[src/rtl/kmcs_pkg.sv]
// ----------------------------------------------------------------------------
// kmcs_pkg
// shared types and constants of the key matrix change scanner
// ----------------------------------------------------------------------------
package kmcs_pkg;

    localparam int LINE_BITS = 48;
    localparam int ELAPSED_W = 16;
    localparam int INTERVAL_W = 16;
    localparam int KEY_IDX_W = 3;

    localparam logic [ELAPSED_W-1:0]  ELAPSED_TOP    = '1;
    localparam logic [INTERVAL_W-1:0] INTERVAL_RESET = 16'd10;

    localparam logic MODE_TICK     = 1'b0;
    localparam logic MODE_SNAPSHOT = 1'b1;

    localparam logic KIND_RELEASE = 1'b0;
    localparam logic KIND_PRESS   = 1'b1;

    // commands from controller to datapath
    typedef struct packed {
        logic tick;      // advance elapsed counter
        logic take;      // load change masks from snapshot
        logic next_pass; // switch from release pass to press pass
        logic next_col;  // current column has nothing left
        logic emit;      // load one event into the output register
        logic kind;      // event kind of the running pass
    } t_kmcs_cmd;

    // status from datapath to controller
    typedef struct packed {
        logic due;        // elapsed count exceeds interval
        logic pend_zero;  // no change left in the running pass
        logic col_hit;    // current column holds a change
        logic out_free;   // output register can take an event
    } t_kmcs_sts;

endpackage

[src/rtl/key_matrix_change_scanner_unit.sv]
// ----------------------------------------------------------------------------
// key_matrix_change_scanner_unit
// keyboard matrix change scanner: ms ticks and line snapshots in, key
// release and press events out
// ----------------------------------------------------------------------------
// channel  | direction | handshake                    | payload
// in       | in        | i_in_valid / o_in_ready      | i_mode, i_raw_lines
// out      | out       | o_out_valid / i_out_ready    | o_event_kind, o_key_row,
//          |           |                              | o_key_column, o_last_event
// cfg      | in        | i_cfg_valid / o_cfg_ready    | i_scan_interval_ms
//
// a tick or an early snapshot is handled in the idle state; a processed snapshot
// runs a release pass and then a press pass, each stepping through the columns
// the search looks at one column per cycle and retires one event per cycle
// into the output register while that register is free
// reset: no key held, elapsed count zero, scan interval 10
// the search stalls while the output register holds an event not yet taken
// ----------------------------------------------------------------------------
module key_matrix_change_scanner_unit #(
    parameter int NUM_COLUMNS = 8,
    parameter int NUM_ROWS    = 6
) (
    input  logic                                i_clk,
    input  logic                                i_rst_n,
    input  logic                                i_in_valid,
    output logic                                o_in_ready,
    input  logic                                i_mode,
    input  logic [kmcs_pkg::LINE_BITS-1:0]      i_raw_lines,
    output logic                                o_out_valid,
    input  logic                                i_out_ready,
    output logic                                o_event_kind,
    output logic [kmcs_pkg::KEY_IDX_W-1:0]      o_key_row,
    output logic [kmcs_pkg::KEY_IDX_W-1:0]      o_key_column,
    output logic                                o_last_event,
    input  logic                                i_cfg_valid,
    output logic                                o_cfg_ready,
    input  logic [kmcs_pkg::INTERVAL_W-1:0]     i_scan_interval_ms
);
    import kmcs_pkg::*;

    t_kmcs_cmd cmd;
    t_kmcs_sts sts;

    assign o_cfg_ready = 1'b1;

    kmcs_ctrl u_ctrl (
        .i_clk      (i_clk),
        .i_rst_n    (i_rst_n),
        .i_in_valid (i_in_valid),
        .o_in_ready (o_in_ready),
        .i_mode     (i_mode),
        .i_sts      (sts),
        .o_cmd      (cmd)
    );

    kmcs_dp #(
        .NUM_COLUMNS (NUM_COLUMNS),
        .NUM_ROWS    (NUM_ROWS)
    ) u_dp (
        .i_clk              (i_clk),
        .i_rst_n            (i_rst_n),
        .i_cmd              (cmd),
        .o_sts              (sts),
        .i_raw_lines        (i_raw_lines),
        .i_cfg_valid        (i_cfg_valid && o_cfg_ready),
        .i_scan_interval_ms (i_scan_interval_ms),
        .o_out_valid        (o_out_valid),
        .i_out_ready        (i_out_ready),
        .o_event_kind       (o_event_kind),
        .o_key_row          (o_key_row),
        .o_key_column       (o_key_column),
        .o_last_event       (o_last_event)
    );

endmodule

[src/rtl/kmcs_ctrl.sv]
// ----------------------------------------------------------------------------
// kmcs_ctrl
// sequencer: item intake, release pass, press pass
// ----------------------------------------------------------------------------
module kmcs_ctrl (
    input  logic                i_clk,
    input  logic                i_rst_n,
    input  logic                i_in_valid,
    output logic                o_in_ready,
    input  logic                i_mode,
    input  kmcs_pkg::t_kmcs_sts i_sts,
    output kmcs_pkg::t_kmcs_cmd o_cmd
);
    import kmcs_pkg::*;

    localparam logic [1:0] ST_IDLE = 2'd0;
    localparam logic [1:0] ST_REL  = 2'd1;
    localparam logic [1:0] ST_PRS  = 2'd2;

    logic [1:0] r_state;
    logic [1:0] n_state;
    logic       accept;

    assign o_in_ready = (r_state == ST_IDLE);
    assign accept     = i_in_valid && o_in_ready;

    always_comb begin
        n_state = r_state;
        o_cmd   = '0;
        o_cmd.kind = (r_state == ST_PRS) ? KIND_PRESS : KIND_RELEASE;
        case (r_state)
            ST_IDLE: begin
                if (accept) begin
                    if (i_mode == MODE_TICK) begin
                        o_cmd.tick = 1'b1;
                    end else if (i_sts.due) begin
                        o_cmd.take = 1'b1;
                        n_state    = ST_REL;
                    end
                end
            end
            ST_REL, ST_PRS: begin
                if (i_sts.pend_zero) begin
                    if (r_state == ST_REL) begin
                        o_cmd.next_pass = 1'b1;
                        n_state         = ST_PRS;
                    end else begin
                        n_state = ST_IDLE;
                    end
                end else if (!i_sts.col_hit) begin
                    o_cmd.next_col = 1'b1;
                end else if (i_sts.out_free) begin
                    o_cmd.emit = 1'b1;
                end
            end
            default: begin
                n_state = ST_IDLE;
            end
        endcase
    end

    always_ff @(posedge i_clk) begin
        if (!i_rst_n) begin
            r_state <= ST_IDLE;
        end else begin
            r_state <= n_state;
        end
    end

endmodule

[src/rtl/kmcs_dp.sv]
// ----------------------------------------------------------------------------
// kmcs_dp
// key matrix state, elapsed counter, change search and event register
// ----------------------------------------------------------------------------
module kmcs_dp #(
    parameter int NUM_COLUMNS = 8,
    parameter int NUM_ROWS    = 6
) (
    input  logic                                i_clk,
    input  logic                                i_rst_n,
    input  kmcs_pkg::t_kmcs_cmd                 i_cmd,
    output kmcs_pkg::t_kmcs_sts                 o_sts,
    input  logic [kmcs_pkg::LINE_BITS-1:0]      i_raw_lines,
    input  logic                                i_cfg_valid,
    input  logic [kmcs_pkg::INTERVAL_W-1:0]     i_scan_interval_ms,
    output logic                                o_out_valid,
    input  logic                                i_out_ready,
    output logic                                o_event_kind,
    output logic [kmcs_pkg::KEY_IDX_W-1:0]      o_key_row,
    output logic [kmcs_pkg::KEY_IDX_W-1:0]      o_key_column,
    output logic                                o_last_event
);
    import kmcs_pkg::*;

    localparam int CW = (NUM_COLUMNS > 1) ? $clog2(NUM_COLUMNS) : 1;
    localparam int RW = (NUM_ROWS > 1) ? $clog2(NUM_ROWS) : 1;
    localparam int CELLS = (NUM_COLUMNS * NUM_ROWS > LINE_BITS) ?
                           LINE_BITS : NUM_COLUMNS * NUM_ROWS;
    localparam logic [LINE_BITS-1:0] CELL_MASK = {LINE_BITS{1'b1}} >> (LINE_BITS - CELLS);

    logic [LINE_BITS-1:0]  r_held;
    logic [LINE_BITS-1:0]  r_pend;
    logic [LINE_BITS-1:0]  r_press;
    logic [CW-1:0]         r_col;
    logic [ELAPSED_W-1:0]  r_elapsed;
    logic [INTERVAL_W-1:0] r_interval;
    logic                  r_out_valid;
    logic                  r_kind;
    logic [RW-1:0]         r_row_out;
    logic [CW-1:0]         r_col_out;
    logic                  r_last;

    logic [LINE_BITS-1:0]  now_keys;
    logic [NUM_ROWS-1:0]   col_bits;
    logic [RW-1:0]         hit_row;
    logic                  hit;
    logic [LINE_BITS-1:0]  clr_mask;
    logic [LINE_BITS-1:0]  pend_rest;
    logic                  last_hit;
    logic                  out_free;

    assign now_keys = ~i_raw_lines & CELL_MASK;
    assign out_free = !r_out_valid || i_out_ready;

    // column select and first changed row within it
    always_comb begin
        col_bits = '0;
        clr_mask = '0;
        hit      = 1'b0;
        hit_row  = '0;
        for (int c = 0; c < NUM_COLUMNS; c++) begin
            for (int r = 0; r < NUM_ROWS; r++) begin
                if (c * NUM_ROWS + r < LINE_BITS) begin
                    if (r_col == CW'(c)) begin
                        col_bits[r] = r_pend[c * NUM_ROWS + r];
                    end
                end
            end
        end
        for (int r = NUM_ROWS - 1; r >= 0; r--) begin
            if (col_bits[r]) begin
                hit     = 1'b1;
                hit_row = RW'(r);
            end
        end
        for (int c = 0; c < NUM_COLUMNS; c++) begin
            for (int r = 0; r < NUM_ROWS; r++) begin
                if (c * NUM_ROWS + r < LINE_BITS) begin
                    clr_mask[c * NUM_ROWS + r] = (r_col == CW'(c)) && (hit_row == RW'(r));
                end
            end
        end
    end

    assign pend_rest = r_pend & ~clr_mask;
    // last of the run: nothing left here, and no press pass to follow
    assign last_hit  = (pend_rest == '0) && ((i_cmd.kind == KIND_PRESS) || (r_press == '0));

    assign o_sts.due       = r_elapsed > r_interval;
    assign o_sts.pend_zero = (r_pend == '0);
    assign o_sts.col_hit   = hit;
    assign o_sts.out_free  = out_free;

    always_ff @(posedge i_clk) begin
        if (!i_rst_n) begin
            r_held      <= '0;
            r_pend      <= '0;
            r_press     <= '0;
            r_col       <= '0;
            r_elapsed   <= '0;
            r_interval  <= INTERVAL_RESET;
            r_out_valid <= 1'b0;
        end else begin
            if (i_cfg_valid) begin
                r_interval <= i_scan_interval_ms;
            end
            if (i_cmd.tick && (r_elapsed != ELAPSED_TOP)) begin
                r_elapsed <= r_elapsed + 1'b1;
            end
            if (i_cmd.take) begin
                r_elapsed <= r_elapsed - r_interval;
                r_pend    <= r_held & ~now_keys;
                r_press   <= now_keys & ~r_held;
                r_held    <= now_keys;
                r_col     <= '0;
            end
            if (i_cmd.next_pass) begin
                r_pend <= r_press;
                r_col  <= '0;
            end
            if (i_cmd.next_col) begin
                r_col <= r_col + 1'b1;
            end
            if (i_cmd.emit) begin
                r_pend      <= pend_rest;
                r_out_valid <= 1'b1;
            end else if (i_out_ready) begin
                r_out_valid <= 1'b0;
            end
        end
    end

    always_ff @(posedge i_clk) begin
        if (i_cmd.emit) begin
            r_kind    <= i_cmd.kind;
            r_row_out <= hit_row;
            r_col_out <= r_col;
            r_last    <= last_hit;
        end
    end

    assign o_out_valid  = r_out_valid;
    assign o_event_kind = r_kind;
    assign o_key_row    = KEY_IDX_W'(r_row_out);
    assign o_key_column = KEY_IDX_W'(r_col_out);
    assign o_last_event = r_last;

    a_emit_free: assert property (@(posedge i_clk) disable iff (!i_rst_n)
        i_cmd.emit |-> (!r_out_valid || i_out_ready))
        else $error("event loaded over a waiting event");

    a_emit_one_bit: assert property (@(posedge i_clk) disable iff (!i_rst_n)
        i_cmd.emit |=> ($countones(r_pend) == $countones($past(r_pend)) - 1))
        else $error("emit did not retire exactly one change");

    a_last_ends: assert property (@(posedge i_clk) disable iff (!i_rst_n)
        (i_cmd.emit && last_hit && (i_cmd.kind == KIND_PRESS)) |=> (r_pend == '0))
        else $error("changes left after last event");

    a_held_cells: assert property (@(posedge i_clk) disable iff (!i_rst_n)
        (r_held & ~CELL_MASK) == '0)
        else $error("held matrix has bits beyond the cells");

endmodule
[config.mk]
export PLATFORM = sky130hd
export DESIGN_NAME = key_matrix_change_scanner_unit
export DESIGN_NICKNAME = d
export VERILOG_FILES = /design/src/rtl/kmcs_pkg.sv /design/src/rtl/key_matrix_change_scanner_unit.sv /design/src/rtl/kmcs_ctrl.sv /design/src/rtl/kmcs_dp.sv
export SDC_FILE = /design/constraint.sdc
export NUM_CORES = 1
export LEC_CHECK = 0
export BUFFER_PORTS_ARGS = -buffer_cell sky130_fd_sc_hd__buf_2
export CELL_PAD_IN_SITES_DETAIL_PLACEMENT = 1
export CELL_PAD_IN_SITES_GLOBAL_PLACEMENT = 1
export CORE_MARGIN = 2
export CORE_UTILIZATION = 30
export DETAILED_ROUTE_END_ITERATION = 16
export PLACE_DENSITY = 0.59
export SYNTH_ARGS = -nofsm -noshare
export SYNTH_HDL_FRONTEND = slang
export SYNTH_SLANG_ARGS = --single-unit
[constraint.sdc]
create_clock -name i_clk -period 3.74 [get_ports i_clk]
set_clock_uncertainty 0.15 [all_clocks]
set_input_delay 0.187 -clock i_clk [delete_from_list [all_inputs] [get_ports i_clk]]
set_output_delay 0.187 -clock i_clk [all_outputs]
set_load 0.005 [all_outputs]
Word-level counts from Yosys, hierarchy flattened
Cells that the tools add are included.
- add/sub/neg operators: 3
- multipliers: 0
- divide/modulo/power cells: 0
- magnitude comparators: 1
- equal/unequal tests: 19
- shift-type cells: 0
- muxes and demuxes: 89
- bitwise operators: 7
- reduce and logical (&&, ||, !) cells: 66
- operator list (kind ; count):
    $not 48->48 ; 4
    $and 48x48->48 ; 3
    $logic_not 48->1 ; 3
    $mux 48 ; 3
    $mux 1 ; 65
    $logic_and 1x1->1 ; 51
    $mux 16 ; 2
    $mux 3 ; 10
    $eq 3x3->1 const B ; 6
    $add 16x1->16 const B ; 1
    $gt 16x16->1 ; 1
    $mux 2 ; 8
    $ne 16x16->1 const B ; 1
    $sub 16x16->16 ; 1
    $eq 3x2->1 const B ; 4
    $ne 2x2->1 const B ; 4
    $eq 3x1->1 const B ; 2
    $logic_not 3->1 ; 2
    $reduce_bool 3->1 ; 2
    $pmux 2 s2 ; 1
    $reduce_and 4->1 ; 1
    $reduce_bool 2->1 ; 2
    $add 3x1->3 const B ; 1
    $eq 2x1->1 const B ; 1
    5 further kinds ; 6
- bits in registers: 190
- bits in latches: 0
- bits in writable memories: 0
- bits in read-only memories: 0
- bits of input ports: 70
- output and inout port bits: 11
- word-level logic and storage cells: 197
- memories: 0

Depth between registers and ports, before layout
Gate-level depths: netlist of run 1.
- depth in word-level cells: 21
- mapped depth: 17
- mapped depth without buffers: 12

Modules after synthesis
A second synthesis of run 1 with hierarchy kept.
- cell total of the unflattened synthesis: 1350
- area, all modules: 10398.7 um^2
- modules (own cells, without submodules) (module ; instances ; cells each ; area an instance (um^2) ; sequential area each (um^2)):
    kmcs_dp ; 1 ; 1324 ; 10167.3 ; 3843.7
    kmcs_ctrl ; 1 ; 24 ; 220.2 ; 40.0
    key_matrix_change_scanner_unit ; 1 ; 2 ; 11.3 ; 0.0

Worst setup path before layout of run 1
Ideal clock, no wire load.
- kind: register -> register
- from: register u_dp.r_col[2]
- to: register u_dp.r_last (netlist: u_dp.o_last_event) (data pin)
- setup time: 0.176 ns
- arrival time: 3.490 ns
- required time: 3.414 ns
- slack: -0.076 ns
- stages on the path, launching flop included: 18
- buffers on the path: 5
- clock period less this slack: 3.816 ns
- cell sequence: dfxtp_1 buf_6 clkinv_1 ha_1 buf_4 or2_1 buf_6 a211oi_4 o31ai_2 a211oi_2 o32ai_4 inv_2 buf_6 nand2b_4 buf_6 o32a_1 or4_1 nor4_1
- cells in the longest elaborated chain, start to end: 21
- elaborated cells between the ends (all ways): 120
- classes of those cells: eq/ne (12); mux (54); bitwise (2); reduce/logical (52)
- RTL lines (what ; line ; RTL):
    start, declared ; kmcs_dp.sv:34 ; logic [CW-1:0] r_col;
    start signal, assigned ; kmcs_dp.sv:122 ; r_col <= r_col + 1'b1;
    $logic_not 3->1 ; kmcs_dp.sv:64 ; if (r_col == CW'(c)) begin
    $mux 1 (8 in a row) ; kmcs_dp.sv:64 ;
    $mux 3 (5 in a row) ; kmcs_dp.sv:71 ; if (col_bits[r]) begin
    $mux 3 (*) ; kmcs_dp.sv:71 ;
    net u_dp.hit_row[0] ; kmcs_dp.sv:45 ; logic [RW-1:0] hit_row;
    $eq 3x1->1, or another cell as far along ; kmcs_dp.sv:79 ; clr_mask[c * NUM_ROWS + r] = (r_col == CW'(c)) && (hit_row == RW'(r));
    $logic_and 1x1->1 ; kmcs_dp.sv:79 ;
    $not 48->48 (*) ; kmcs_dp.sv:85 ; assign pend_rest = r_pend & ~clr_mask;
    $and 48x48->48 (*) ; kmcs_dp.sv:85 ;
    $logic_not 48->1 (*) ; kmcs_dp.sv:87 ; assign last_hit = (pend_rest == '0) && ((i_cmd.kind == KIND_PRESS) || (r_press == '0));
    $logic_and 1x1->1 (*) ; kmcs_dp.sv:87 ;
    net u_dp.last_hit ; kmcs_dp.sv:49 ; logic last_hit;
    end signal, assigned ; kmcs_dp.sv:138 ; r_last <= last_hit;
    end, declared ; kmcs_dp.sv:41 ; logic r_last;
Mark *: on every way through the listed nets, which the timed path passes. The rest lies on a longest branch.
A chain may end at the register's enable or synchronous reset.

Worst setup path after layout of run 1
- from: register u_dp.r_col[1]
- to: register u_dp.r_last (netlist: u_dp.o_last_event) (data pin)
- cells in the longest elaborated chain, start to end: 21
- elaborated cells between the ends (all ways): 120
- classes of those cells: eq/ne (12); mux (54); bitwise (2); reduce/logical (52)
- RTL lines (what ; line):
    $logic_not 3->1 ; kmcs_dp.sv:64, kmcs_dp.sv:79
    $mux 1 (8 in a row) ; kmcs_dp.sv:64
    $mux 3 (6 in a row) ; kmcs_dp.sv:71
    $eq 3x1->1, or another cell as far along ; kmcs_dp.sv:79
    $logic_and 1x1->1 ; kmcs_dp.sv:79
    $not 48->48 (*) ; kmcs_dp.sv:85
    $and 48x48->48 (*) ; kmcs_dp.sv:85
    $logic_not 48->1 (*) ; kmcs_dp.sv:87
    $logic_and 1x1->1 (*) ; kmcs_dp.sv:87
    net u_dp.last_hit ; kmcs_dp.sv:49
Marks and branches as above.

==> results of run 1 <==
## routing by layer
metal	routed length (um)	global-route usage, %
met1	20210	32.06
met2	19420	37.59
met3	2145	4.711
met4	924	6.738
met5	9	0
## critical path, cell delays in order (launching register included)
cell,delay [ns]
dfxtp_2,0.36
inv_1,0.08
ha_1,0.22
buf_12,0.17
buf_4,0.17
a21oi_1,0.15
a221o_1,0.17
nand3_2,0.14
o31a_1,0.34
nor3_1,0.20
buf_4,0.20
a41oi_1,0.20
o32a_1,0.21
or4_1,0.53
nor4_2,0.15
## power breakdown
part | switching, uW | internal [uW]
registers | 14.6 | 2060
logic | 177 | 156
clock network | 856 | 1030
## flip-flops by register name (all words and copies together), names as in the netlist
name / count
u_dp.o_last_event: 1
u_dp.r_pend: 48
u_dp.r_interval: 16
u_dp.o_event_kind: 1
u_dp.o_key_column: 3
u_ctrl.r_state: 2
u_dp.r_elapsed: 16
u_dp.r_held: 48
u_dp.o_out_valid: 1
u_dp.r_press: 48
u_dp.o_key_row: 3
u_dp.r_col: 3
## layout by cell type (no fill, tap or decap), types with 26 or more instances in the layout
master	n
a21oi_1	97
buf_2	79
a31o_2	26
buf_4	130
dfxtp_1	180
nor3_1	63
dlygate4sd3_1	65
o21ai_0	47
nor2_1	183
inv_1	37
a211oi_1	57
nand3_1	58
ha_1	26
nand2_1	83
## cell type report
class / instances / area [um2]
inverters: 40 / 153.9
clock buffers: 20 / 456.7
multi-input cells: 981 / 6103
clock inverters: 12 / 135.1
repair buffers: 295 / 2404
flip-flops and latches: 190 / 3886
fillers: 4175 / 20660
well taps: 455 / 569.3
diodes: 1 / 2.502
## final timing paths
kind,start,to,slack [ns],depth (start not counted)
worst max register to register,u_dp.r_col[1]$_SDFFE_PN0P_,u_dp.o_last_event$_DFFE_PP_,0.12,14
worst min-delay path,i_cfg_valid,u_dp.r_interval[3]$_SDFFE_PN1P_,0.11,3
worst max-delay path,u_dp.r_col[1]$_SDFFE_PN0P_,u_dp.o_last_event$_DFFE_PP_,0.12,14
worst min register to register,u_dp.r_interval[13]$_SDFFE_PN0P_,u_dp.r_interval[13]$_SDFFE_PN0P_,0.35,2
## metrics by stage
step / power [uW] / setup WS, ns / instance area [um2]
after global placement: 2385 / -0.04775 / 12270
after global routing: 4446 / -0.08012 / 13710
after CTS: 4328 / 0.006186 / 13550
final: 4286 / 0.1211 / 13710
after detailed placement: 2391 / -0.07127 / 12270
after floorplan: 2265 / 0.03320 / 10430
## what timing repair did
action	4_1_cts	5_1_grt
buffers inserted	0	4
pin swaps	2	6
cloned	0	2
resized for setup	8	31
endpoints found under the setup margin	5	67
hold buffers	64	1
endpoints found under the hold margin	112	1
## kinds of logic (layout without fill, tap and decap cells)
kind of cell               Yosys count  count (layout)  synth area share (%)
buffers and inverters              141             367                 5.541
muxes                               18              18                 1.727
DFF                                190             190                 37.23
other                                1               2               0.03595
AOI/OAI and AO/OA                  408             408                 27.71
xor gates and xnor gates            10              10                0.8397
adders and majority gates           28              28                 3.430
and+or+nand+nor                    516             516                 23.49
==> run_results.csv, run 1 <==
group,metric,value,unit
finish,drive_gt1_share,21.65,%
synth,syn_inst,1312,
critical_path,startpoint_type,"register",
critical_path,crit_fanout,22,
run,cap_viol_max_count,0,
pwr,p_per_area,312.6,nW/um2
timing,relSlewSlack,33.95,%
timing,grt_setup_unrepaired,"yes",
floorplan,start_util,30.35,%
grt,grt_usage,23.52,%
synth,ys_seq_elements,190,
floorplan,die_area,36280,um2
drt,drt_pass1_iterations,5,
critical_path,critPathKind,"reg -> reg",
drt,vias,11020,
placed_design,gp_congestion,0.9448,
min_path,hold_path.class,"in -> reg",
grt,grt_max_degree,94,
synth,synth.distinct_cells,75,
floorplan,design.core.area,34370,um2
placed_design,hpwl,31330,um
finish,area_delta_synth_final,31.44,%
floorplan,fp.dieH,190.5,um
synth,synth.avg_cell_area,7.951,um2
drt,drc,0,
drt,avgRoutedWirePerCell,21.42,um
drt,avgViaCountPerCell,5.528,
placed_design,io_buffers,79,
drt,wl,42710,um
grt,overflow,0,
finish,fin_nets,1623,
timing,fmax,276.3,MHz
grt,grt_pass1_wl,65350,um
timing,hold-worst-slack,0.1074,ns
synth,synth.area.top_cells,"dfxtp_1 (35%), nor2_1 (6.6%), a21oi_1 (4.7%)",
placed_design,dp_cells,1890,
clock_tree,numCtsBuffers,17,
timing,timing.final.crit_share,96.76,%
synth,synth_edf_count,8,
pwr,ir_drop,0.2995,mV
critical_path,end_kind,"register",
floorplan,rows,68,
timing,period_minus_slack,3.619,ns
timing,slew_violations,0,
outcome,status,"finished, final reports clean",
grt,first_global_vias,11090,
clock_tree,clock_sinks,190,
clock_tree,htreeDepth,4,
timing,hold_viol,0,
critical_path,critPathRequiredTime,3.87,ns
critical_path,arrival,3.74,ns
timing,setup_viol,0,
synth,syn_area,10430,um2
synth,synth_top_area_share,34.93,%
synth,synth.most_common_cell,"nor2_1",
clock_tree,worst_skew_pair.late_latency,0.46,ns
drt,antenna_left,0,
clock_tree,path_clk_slew,0.07,ns
clock_tree,clock_path_buffers,2,
timing,tightest_slew,0.9907,ns
finish,utilization,39.89,%
synth,yosysSeqAreaShare,37.23,%
timing,fin_tns_setup,0,ns
synth,synth_fp_nets,1410,
drt,drt_iter0_drc,719,
synth,ys.warnings.count,0,
synth,synth_top_flop_cell,"dfxtp_1",
pwr,p_leak,0.005305,uW
finish,stdcell_count,1994,
clock_tree,cts_tree,"done",
clock_tree,cts-root-buf,"clkbuf_16",
synth,synth_commonest_cells,"nor2_1 (184), dfxtp_1 (182), a21oi_1 (99), nand2_1 (84), clkbuf_1 (67)",
synth,yosysTopAreaCell,"dfxtp_1",
grt,antenna_found_initial,2,
synth,ys_async_sr_fraction,0,%
floorplan,die_x,190.5,um
floorplan,top_level_ports,81,
No activity file was read; power rests on OpenSTA's default activity.
==> run 2: changes to the inputs <==
--- a/config.mk
+++ b/config.mk
@@ -12,6 +12,7 @@
 export CORE_UTILIZATION = 30
 export DETAILED_ROUTE_END_ITERATION = 16
 export PLACE_DENSITY = 0.59
+export REMOVE_ABC_BUFFERS = 1
 export SYNTH_ARGS = -nofsm -noshare
 export SYNTH_HDL_FRONTEND = slang
 export SYNTH_SLANG_ARGS = --single-unit
==> run 2 against run 1 <==
Against the previous run:
- worst setup slack worse by 0.069 ns
- critical path depth is 1 higher
- cell count is 2.4% higher
- sequential share of layout area is 1.1 points lower
- die area stayed put
- routed wire length is 3.0% lower
- largest cell class unchanged
- combinational power hardly changed
==> run_results.csv, run 2 (same netlist as run 1, synthesis figures left out) <==
group,metric,value,unit
finish,reg_top3,"u_dp.r_held x48, u_dp.r_pend x48, u_dp.r_press x48",
timing,fmax,271.1,MHz
critical_path,slowest_delay,0.37,ns
pwr,seq_power_share,47.5,%
grt,overflow,0,
critical_path,critPathRequiredTime,3.89,ns
critical_path,end_kind,"register",
placed_design,place_worst_setup_slack,-0.2543,ns
grt,grt_usage,22.80,%
timing,period_minus_slack,3.688,ns
pwr,p_leak,0.005598,uW
critical_path,reg2reg_to,"u_dp.o_last_event$_DFFE_PP_",
critical_path,critPathKind,"reg -> reg",
finish,final_common_cell,"nor2_1",
critical_path,arrival,3.84,ns
clock_tree,clock_path_buffers,2,
clock_tree,path_clk_slew,0.08,ns
timing,hold_viol,0,
pwr,switching_power,1114,uW
grt,antenna_found_initial,0,
min_path,hold_path.class,"in -> reg",
critical_path,setup.worst_path.start,"u_dp.r_col[0]$_SDFFE_PN0P_",
critical_path,reg2reg_slack,0.05,ns
floorplan,fp.dieH,190.5,um
grt,grt_pass1_wl,63600,um
placed_design,io_buffers,79,
timing,setup_viol,0,
outcome,status,"finished, final reports clean",
critical_path,startpoint_type,"register",
drt,vias,10990,
grt,first_global_vias,10830,
clock_tree,numCtsBuffers,17,
floorplan,die_area,36280,um2
timing,grt_setup_unrepaired,"yes",
pwr,p_clk_share,44.9,%
critical_path,crit_family,"compound AO/OA/AOI/OAI gates",
grt,grt_max_degree,84,
pwr,power,4356,uW
drt,drt_pass1_iterations,4,
critical_path,cp_cell_sequence,"ha_4 -> ha_4 -> or2_4 -> buf_4 -> a211oi_4 -> o32ai_2 -> a31oi_4 -> buf_4 -> a21oi_2 -> buf_4 -> buf_4 -> o31a_1 -> a2111oi_4 -> nand4_1 -> nor4_4",
pwr,ir_drop,0.3476,mV
clock_tree,clock_sinks,190,
critical_path,r2r_start,"u_dp.r_col[0]$_SDFFE_PN0P_",
finish,drive_gt1_share,24.97,%
placed_design,hpwl,30950,um
timing,relSlewSlack,35.85,%
critical_path,path_common_cell,"buf_4",
pwr,swShare,25.58,%
timing,timing.final.crit_share,98.62,%
finish,diodes,0,
finish,area_delta_synth_final,36.92,%
timing,fin_ws,0.05161,ns
drt,drc,0,
critical_path,path_buf_inv,4,
clock_tree,htreeDepth,4,
clock_tree,worst_skew_pair.late_latency,0.47,ns
timing,tightest_slew,0.9622,ns
drt,drt_iter0_drc,543,
drt,antenna_left,0,
placed_design,gp_congestion,0.9487,
critical_path,crit_fanout,4,
floorplan,top_level_ports,81,
critical_path,endpoint,"u_dp.o_last_event$_DFFE_PP_",
timing,hold-worst-slack,0.09187,ns
finish,final_cell_mix,"nor2_1 (184), dfxtp_1 (180), buf_4 (174)",
finish,fin_nets,1671,
floorplan,start_util,30.35,%
drt,avgViaCountPerCell,5.383,
critical_path,path_depth,15,
floorplan,rows,68,
floorplan,design.core.area,34370,um2
critical_path,cpMaxStageDelayCell,"dfxtp_4",
pwr,intPower,3242,uW
pwr,p_per_area,305.0,nW/um2
drt,avgRoutedWirePerCell,20.30,um
run,cap_viol_max_count,0,
drt,wl,41440,um
floorplan,die_x,190.5,um
critical_path,r2r_cells,15,
clock_tree,cts_tree,"done",
timing,slew_violations,0,
clock_tree,cts-root-buf,"clkbuf_16",
pwr,power_frac_comb,7.7,%
## run 2: cell types whose count changed in the layout (fill, tap and decap cells not counted), moves of 4 or more
cell	before	now
clkinv_2	4	0
buf_4	130	174
ha_4	0	5
ha_1	26	21
## run 2: cell type report
type / instances / area [um2]
clock buffer: 18 / 439.2
clock inverter: 14 / 171.4
fill: 4145 / 20090
inverter: 40 / 152.6
multi-input combinational: 981 / 6254
sequential: 190 / 3891
tap: 455 / 569.3
timing repair buffer: 343 / 2805
## run 2: timing repair
| item | 4_1_cts | 5_1_grt |
|---|---|---|
| gates resized for setup | 22 | 50 |
| gates cloned | 0 | 3 |
| setup buffers | 3 | 9 |
| endpoints found under the setup margin | 5 | 71 |
| pin swaps | 9 | 23 |
| hold endpoints to repair | 113 | 0 |
| hold buffers | 65 | 0 |
## run 2: per-stage QoR
step / setup TNS [ns] / std cells / cell area [um2] / util (%)
3_5_place_dp: -0.2858 / 1929 / 12540 / 36.48
4_1_cts: -0.02856 / 2029 / 13910 / 40.47
6_report: 0 / 2041 / 14280 / 41.55
2_1_floorplan: -989.28 / 1211 / 10000 / -
3_3_place_gp: -0.2153 / 1929 / 12540 / 36.48
5_1_grt: -0.05881 / 2041 / 14280 / 41.55
## run 2: per-layer routing
layer | up-vias | wire, um | share of wire (%) | global-route usage, %
met5 | - | 0 | 0 | 0
met4 | 0 | 1060 | 2.6 | 8.140
met3 | 50 | 1652 | 4.0 | 4.380
met2 | 199 | 18420 | 44 | 34.73
met1 | 5332 | 20310 | 49 | 31.94
li1 | 5406 | - | - | -
## run 2: how the worst min path moves through the flow
stage / cells past startpoint / slack, ns / to / start
floorplan: 1 / 0.13 / u_dp.r_held[0]$_SDFFE_PN0P_ / i_raw_lines[0]
global placement: 2 / 0.25 / u_dp.r_held[19]$_SDFFE_PN0P_ / i_raw_lines[19]
detailed placement: 2 / 0.25 / u_dp.r_held[47]$_SDFFE_PN0P_ / i_raw_lines[47]
CTS: 3 / 0.07 / u_dp.r_interval[3]$_SDFFE_PN1P_ / i_cfg_valid
global route: 3 / 0.16 / u_dp.r_interval[5]$_SDFFE_PN0P_ / i_cfg_valid
finish: 3 / 0.09 / u_dp.r_interval[3]$_SDFFE_PN1P_ / i_cfg_valid
## run 2: power groups by stage
stage	clock [uW]	sequential, uW	combinational, uW
3_3_place_gp	0	2120	266
6_report	1950	2070	334
3_5_place_dp	0	2120	274
4_1_cts	2010	2070	328
5_1_grt	2090	2070	371
2_1_floorplan	0	2110	140
## run 2: worst reg2reg max path: cells and delay by family, from the launching register on
family | cells | cell delay (ns)
flops | 1 | 0.37
simple gates | 3 | 0.71
buf+inv | 4 | 0.59
compound gates | 6 | 1.40
fa+ha+maj | 2 | 0.33
==> run 3: changes to the inputs <==
--- a/config.mk
+++ b/config.mk
@@ -9,9 +9,9 @@
 export CELL_PAD_IN_SITES_DETAIL_PLACEMENT = 1
 export CELL_PAD_IN_SITES_GLOBAL_PLACEMENT = 1
 export CORE_MARGIN = 2
-export CORE_UTILIZATION = 30
+export CORE_UTILIZATION = 23
 export DETAILED_ROUTE_END_ITERATION = 16
-export PLACE_DENSITY = 0.59
+export PLACE_DENSITY = 0.48
 export REMOVE_ABC_BUFFERS = 1
 export SYNTH_ARGS = -nofsm -noshare
 export SYNTH_HDL_FRONTEND = slang
==> run 3 against run 2 <==
Against the previous run:
- critical path type unchanged
- largest power group unchanged
- register-to-register slack barely moved
- cell count grew 7.4%
- worst setup slack better by 0.0059 ns
- highest routed layer unchanged
- non-clock buffer count rose by 7
- first-iteration DRC count shrank 0.92%
- via count up 0.73%
==> run_results.csv, run 3 (same netlist as run 1, synthesis figures left out) <==
group,metric,value,unit
finish,seqCellArea,3891,um2
critical_path,startpoint_type,"register",
pwr,power_frac_comb,8.0,%
timing,fmax,271.6,MHz
pwr,power,4302,uW
pwr,ir_drop,0.3091,mV
floorplan,top_level_ports,81,
critical_path,end_kind,"register",
timing,setup_viol,0,
pwr,p_per_area,298.7,nW/um2
finish,final_cell_mix,"nor2_1 (183), buf_4 (181), dfxtp_1 (180)",
timing,grt_setup_unrepaired,"yes",
clock_tree,clock_path_buffers,2,
floorplan,die_area,47070,um2
floorplan,start_util,23.14,%
timing,fin_tns_setup,0,ns
floorplan,design.core.area,45090,um2
clock_tree,htreeDepth,4,
pwr,swShare,25.62,%
clock_tree,numCtsBuffers,17,
pwr,seq_power_share,48.1,%
drt,vias,11070,
grt,overflow,0,
finish,area_delta_synth_final,38.05,%
placed_design,io_buffers,79,
timing,period_minus_slack,3.683,ns
drt,avgViaCountPerCell,5.047,
drt,avgRoutedWirePerCell,20.24,um
outcome,status,"finished, final reports clean",
placed_design,hpwl,33240,um
timing,tightest_slew,0.6129,ns
critical_path,arrival,3.86,ns
drt,drc,0,
clock_tree,worst_skew_pair.late_latency,0.50,ns
finish,utilization,31.94,%
critical_path,cp_cell_sequence,"ha_2 -> ha_2 -> or2_4 -> buf_4 -> a211oi_4 -> o32ai_2 -> a211oi_2 -> o32ai_4 -> buf_6 -> o41a_1 -> a2111oi_4 -> nand4_1 -> nor4_2",
finish,drive_gt1_share,24.61,%
pwr,p_leak,0.005629,uW
critical_path,cpMaxStageDelayCell,"o41a_1",
critical_path,slowest_delay,0.41,ns
critical_path,critPathKind,"reg -> reg",
floorplan,rows,78,
critical_path,crit_family,"compound AO/OA/AOI/OAI gates",
critical_path,path_buf_inv,2,
run,cap_viol_max_count,0,
timing,relSlewSlack,58.77,%
finish,fin_nets,1678,
pwr,p_clk_share,43.9,%
grt,grt_pass1_wl,68870,um
floorplan,die_x,217.0,um
grt,first_global_vias,11300,
floorplan,fp.dieH,217.0,um
critical_path,critPathRequiredTime,3.92,ns
grt,antenna_found_initial,1,
drt,antenna_left,0,
drt,drt_iter0_drc,538,
clock_tree,clock_sinks,190,
grt,grt_max_degree,66,
finish,reg_top3,"u_dp.r_held x48, u_dp.r_pend x48, u_dp.r_press x48",
drt,wl,44390,um
critical_path,path_common_cell,"ha_2",
finish,final_common_cell,"nor2_1",
finish,n_fill_cell,5367,
grt,grt_usage,19.17,%
min_path,hold_path.class,"in -> reg",
timing,timing.final.crit_share,98.46,%
clock_tree,cts-root-buf,"clkbuf_16",
critical_path,crit_fanout,6,
timing,hold_viol,0,
clock_tree,path_clk_slew,0.07,ns
drt,drt_pass1_iterations,4,
placed_design,gp_congestion,0.9217,
pwr,switching_power,1102,uW
finish,multiInputGateArea,6243,um2
timing,slew_violations,0,
finish,diodes,0,
clock_tree,cts_tree,"done",
pwr,intPower,3200,uW
[run 3: changes by cell type in the layout (fill, tap and decap cells not counted), moves of 3 or more]
cell,previous run,this run
a311oi_1,13,9
a311oi_2,0,4
buf_4,174,181
buf_6,8,4
clkbuf_1,0,3
dlygate4sd3_1,65,74
ha_4,5,2
inv_8,3,0
[run 3: layout make-up]
cell class,instances,share of cell area [%]
Multi-Input combinational cell,981,43.36
Tap cell,600,5.213
Inverter,40,1.086
Clock buffer,22,3.302
Clock inverter,10,0.7125
Sequential cell,190,27.02
Timing Repair Buffer,350,19.31
[run 3: what timing repair did]
item	in CTS	in global routing
setup endpoints to repair	42	51
setup buffers	2	11
pin swaps	1	21
gates resized for setup	21	45
endpoints found under the hold margin	138	0
hold buffers	74	0
[run 3: per-layer routing]
layer | part of all wire, % | track usage [%]
met5 | 0 | 0
met4 | 2.1 | 5.799
met3 | 3.9 | 3.899
met2 | 45 | 30.29
met1 | 49 | 26.22
[run 3: final timing paths]
kind,endpoint,slack (ns),startpoint,cells after the start
worst min register to register,u_dp.r_interval[14]$_SDFFE_PN0P_,0.35,u_dp.r_interval[14]$_SDFFE_PN0P_,2
worst max-delay path,u_dp.o_last_event$_DFFE_PP_,0.06,u_dp.r_col[0]$_SDFFE_PN0P_,13
worst min-delay path,u_dp.r_interval[3]$_SDFFE_PN1P_,0.08,i_cfg_valid,3
worst max register to register,u_dp.o_last_event$_DFFE_PP_,0.06,u_dp.r_col[0]$_SDFFE_PN0P_,13
[run 3: worst register-to-register path, stage by stage, from the launching register on]
cell	delay, ns
dfxtp_4	0.37
ha_2	0.20
ha_2	0.18
or2_4	0.30
buf_4	0.16
a211oi_4	0.26
o32ai_2	0.12
a211oi_2	0.29
o32ai_4	0.17
buf_6	0.16
o41a_1	0.41
a2111oi_4	0.30
nand4_1	0.19
nor4_2	0.29
[run 3: through the flow]
step | setup WS [ns] | area [um2] | instances | hold WS, ns
2_1_floorplan | -8.736 | 10000 | 1211 | 0.1326
3_3_place_gp | -0.2260 | 12700 | 2074 | 0.2475
3_5_place_dp | -0.3549 | 12700 | 2074 | 0.2548
4_1_cts | -0.02948 | 14120 | 2182 | 0.03694
5_1_grt | -0.06326 | 14400 | 2193 | 0.09637
6_report | 0.05749 | 14400 | 2193 | 0.07506
[run 3: power groups by stage]
stage / combinational, uW / sequential [uW] / clock, uW
2_1_floorplan: 140 / 2110 / 0
3_3_place_gp: 277 / 2120 / 0
3_5_place_dp: 282 / 2120 / 0
4_1_cts: 344 / 2070 / 1980
5_1_grt: 383 / 2070 / 2040
6_report: 345 / 2070 / 1890
